$ cat config.mk
export PLATFORM = sky130hd
export DESIGN_NAME = fvn_mac
export DESIGN_NICKNAME = d
export VERILOG_FILES = /design/src/sv/fvn_pkg.sv /design/src/sv/fvn_mac.sv
export SDC_FILE = /design/constraint.sdc
export NUM_CORES = 2
export LEC_CHECK = 0
export ABC_AREA = 1
export BUFFER_PORTS_ARGS = -buffer_cell sky130_fd_sc_hd__buf_2
export CAP_MARGIN = 20
export CORE_MARGIN = 2
export CORE_UTILIZATION = 40
export DETAILED_ROUTE_END_ITERATION = 12
export MAX_ROUTING_LAYER = met4
export SYNTH_ARGS = -nofsm -noshare
export SYNTH_HDL_FRONTEND = slang
export SYNTH_SLANG_ARGS = --single-unit
$ cat constraint.sdc
create_clock -name vclk -period 15.7
set_input_delay 2.355 -clock vclk [all_inputs]
set_output_delay 2.355 -clock vclk [all_outputs]
set_load 0.1 [all_outputs]
$ cat src/sv/fvn_pkg.sv
// Shared types, constants and the reciprocal table for the fractal value noise block.
package fvn_pkg;

	typedef logic [31:0] word_t;
	typedef logic [63:0] dword_t;

	localparam int DEF_MAX_OCTAVES = 8;
	localparam int DEF_FRAC_BITS   = 16;
	localparam int POS_W           = 46;
	localparam int NOISE_W         = 24;

	localparam word_t PCG1_MUL  = 32'd747796405;
	localparam word_t PCG1_INC  = 32'd2891336453;
	localparam word_t PCG1_MIX  = 32'd277803737;
	localparam word_t LCG_MUL   = 32'd1664525;
	localparam word_t LCG_INC   = 32'd1013904223;
	localparam word_t SEED_STEP = 32'd7919;
	localparam word_t LAT_BIAS  = 32'd1024;
	localparam int    SCALE_Q16 = 132383;

	// Floor of 2^24 / (2^n - 1) for octave counts from 1 to 16.
	function automatic logic [24:0] fvn_recip(input logic [4:0] n);
		logic [24:0] r;
		unique case (n)
			5'd1:  r = 25'd16777216;
			5'd2:  r = 25'd5592405;
			5'd3:  r = 25'd2396745;
			5'd4:  r = 25'd1118481;
			5'd5:  r = 25'd541200;
			5'd6:  r = 25'd266305;
			5'd7:  r = 25'd132104;
			5'd8:  r = 25'd65793;
			5'd9:  r = 25'd32832;
			5'd10: r = 25'd16400;
			5'd11: r = 25'd8196;
			5'd12: r = 25'd4097;
			5'd13: r = 25'd2048;
			5'd14: r = 25'd1024;
			5'd15: r = 25'd512;
			5'd16: r = 25'd256;
			default: r = 25'd16777216;
		endcase
		return r;
	endfunction

endpackage

$ cat src/sv/fvn_mac.sv
// Shared 32x32 multiply-add unit for the hash, weight, blend and final steps.
module fvn_mac (
	input  fvn_pkg::word_t  a,
	input  fvn_pkg::word_t  b,
	input  fvn_pkg::dword_t c,
	output fvn_pkg::dword_t p
);
	import fvn_pkg::*;

	dword_t prod;

	assign prod = 64'(a) * 64'(b);
	assign p    = prod + c;

endmodule

==> run_results.csv <==
group,metric,value,unit
detailed_routing,drcViolationCount,0,
die,die_h,310,microns
detailed_routing,post_drt_wl_per_cell,17.3,microns
clock_tree,postCtsHoldBufs,0,
timing,finalHoldViolCount,0,
logic_synthesis,synth_area_leaders,"fa_1 51%, inv_1 18%, nand2_1 16%",
die,core_area,92900,sq um
timing,max_freq,82.3,MHz
job,drv_cap,0,
layout,clock_buffers,0,
logic_synthesis,synth_nets,6378,
worst_setup_path,cpMaxStageDelayCell,"buf_2",
layout,final_cells,6322,
timing,tns,0,ns
layout,fin_nets,6395,
die,ios,192,
logic_synthesis,avgSynthCellArea,7.40,sq um
global_route,groute.usage.overall,0.247,
timing,drv_slew,0,
detailed_routing,drt_iter0_drc,1971,
logic_synthesis,synthCells,5048,
timing,period_share,0.774,
global_route,overflow,0,
placed_design,dpl-instance-area,39300,sq um
layout,syn_to_final_growth,5.18,%
logic_synthesis,synth.distinct_cells,28,
worst_setup_path,start_kind,"input port",
die,start_util,0.402,
logic_synthesis,synth_top_area_frac,0.514,
layout,regArea,0,sq um
placed_design,dp_hpwl,93600,microns
logic_synthesis,yosysMostFrequentCell,"inv_1",
logic_synthesis,syn-cell-area,37300,sq um
detailed_routing,dr_total_vias,29466,
logic_synthesis,synth-warning-count,0,
layout,fillers,9615,
die,die_area,95800,sq um
worst_setup_path,criticalPathCategory,"in -> out",
worst_setup_path,cp.required,13.35,ns
logic_synthesis,synthTopCellsByCount,"1777 x inv_1, 1567 x nand2_1, 959 x fa_1",
logic_synthesis,ys_seq_area_frac,0,
worst_setup_path,cpMostUsedCell,"fa_1",
placed_design,io_buffers,192,
layout,seq_cells,0,
timing,rsz0062_at_grt,"no",
timing,setup_violations,0,
layout,final_cell_area,39300,sq um
logic_synthesis,yosysTopAreaCell,"fa_1",
worst_setup_path,slowest_delay,0.74,ns
detailed_routing,ant_nets,0,
global_route,antenna_found_initial,10,
global_route,grt_max_degree,33,
worst_setup_path,arrival,9.79,ns
detailed_routing,wirelength,110000,microns
placed_design,post-place-cells,6317,
worst_setup_path,crit_path_max_fanout,32,
layout,drive_above_1_share,0.0537,
clock_tree,cts_resized,0,
clock_tree,post_cts_buffers,0,
global_route,grt_pass1_vias,30928,
timing,worst_pin_slew,1.02,ns
timing,slew_headroom,0.318,
worst_setup_path,end_kind,"primary output",
die,placementRows,112,
die,fp.dieW,310,microns
placed_design,gp_congestion,0.947,
detailed_routing,vias_per_cell,4.66,
status,status,"completed",
global_route,grt_pass1_wl,178000,microns
timing,fin_crit,12.14,ns
worst_hold_path,min_path_type,"in -> out",
detailed_routing,firstDrtPassIters,5,
cells in the final DEF, fill, tap and decap left out, types with 2 or more instances in the layout:
master,instances
buf_2,192
and3_1,2
ha_1,243
fa_1,959
nor2_2,16
nor3_1,9
inv_1,1777
nor2_1,74
nand2_1,1567
nor2_4,9
xnor2_1,5
nand3_1,49
buf_4,15
xor2_1,32
nand4_1,9
nor3_4,2
diode_2,5
inv_2,7
nand3b_1,2
a21oi_1,45
o21bai_1,9
nand2_2,17
nor3_2,4
o21ai_0,7
nand3_2,7
routing by layer:
metal	vias to the layer above	routed length, microns	global-route usage
met1	14836	49300	0.345
met2	892	52500	0.401
met3	99	5740	0.0195
met5	-	0	-
li1	13639	-	-
met4	0	2020	0.0373
critical path, delay by kind of cell:
kind,cells,cell delay [ns]
AND/OR/NAND/NOR,10,1.43
buffers and inverters,7,1.46
adder cells (fa/ha/maj),9,4.50
through the flow:
step / hold WS (ns) / setup slack, ns / utilization
final: 5.28 / 3.56 / 0.423
after detailed placement: 5.28 / 3.55 / 0.423
after floorplan: 5.26 / 4.06 / -
after global placement: 5.28 / 3.54 / 0.423
after CTS: 5.28 / 3.53 / 0.423
after global routing: 5.30 / 3.22 / 0.423
kinds of logic after synthesis:
family,count (synthesis),synth area share
xor gates and xnor gates,37,0.00868
buffers and inverters,1976,0.199
AOI/OAI and AO/OA,61,0.00878
and+or+nand+nor,1772,0.188
adders and majority gates,1202,0.596
cell type report:
type               instances  area [sq um]  area share
well taps               1254          1570      0.0399
repair buffers           207          1070      0.0273
multi-input cells       3072         29900       0.762
inverters               1784          6700       0.170
diodes                     5          12.5    0.000319
worst paths after layout:
check	start	endpoint	slack, ns	depth (start not counted)
setup / recovery	b[23]	p[52]	3.56	26
hold / removal	c[0]	p[0]	5.28	3
Power is left out: the tool's default activity adds up to more than one toggle a clock period on the data nets, which glitch-free logic cannot reach.
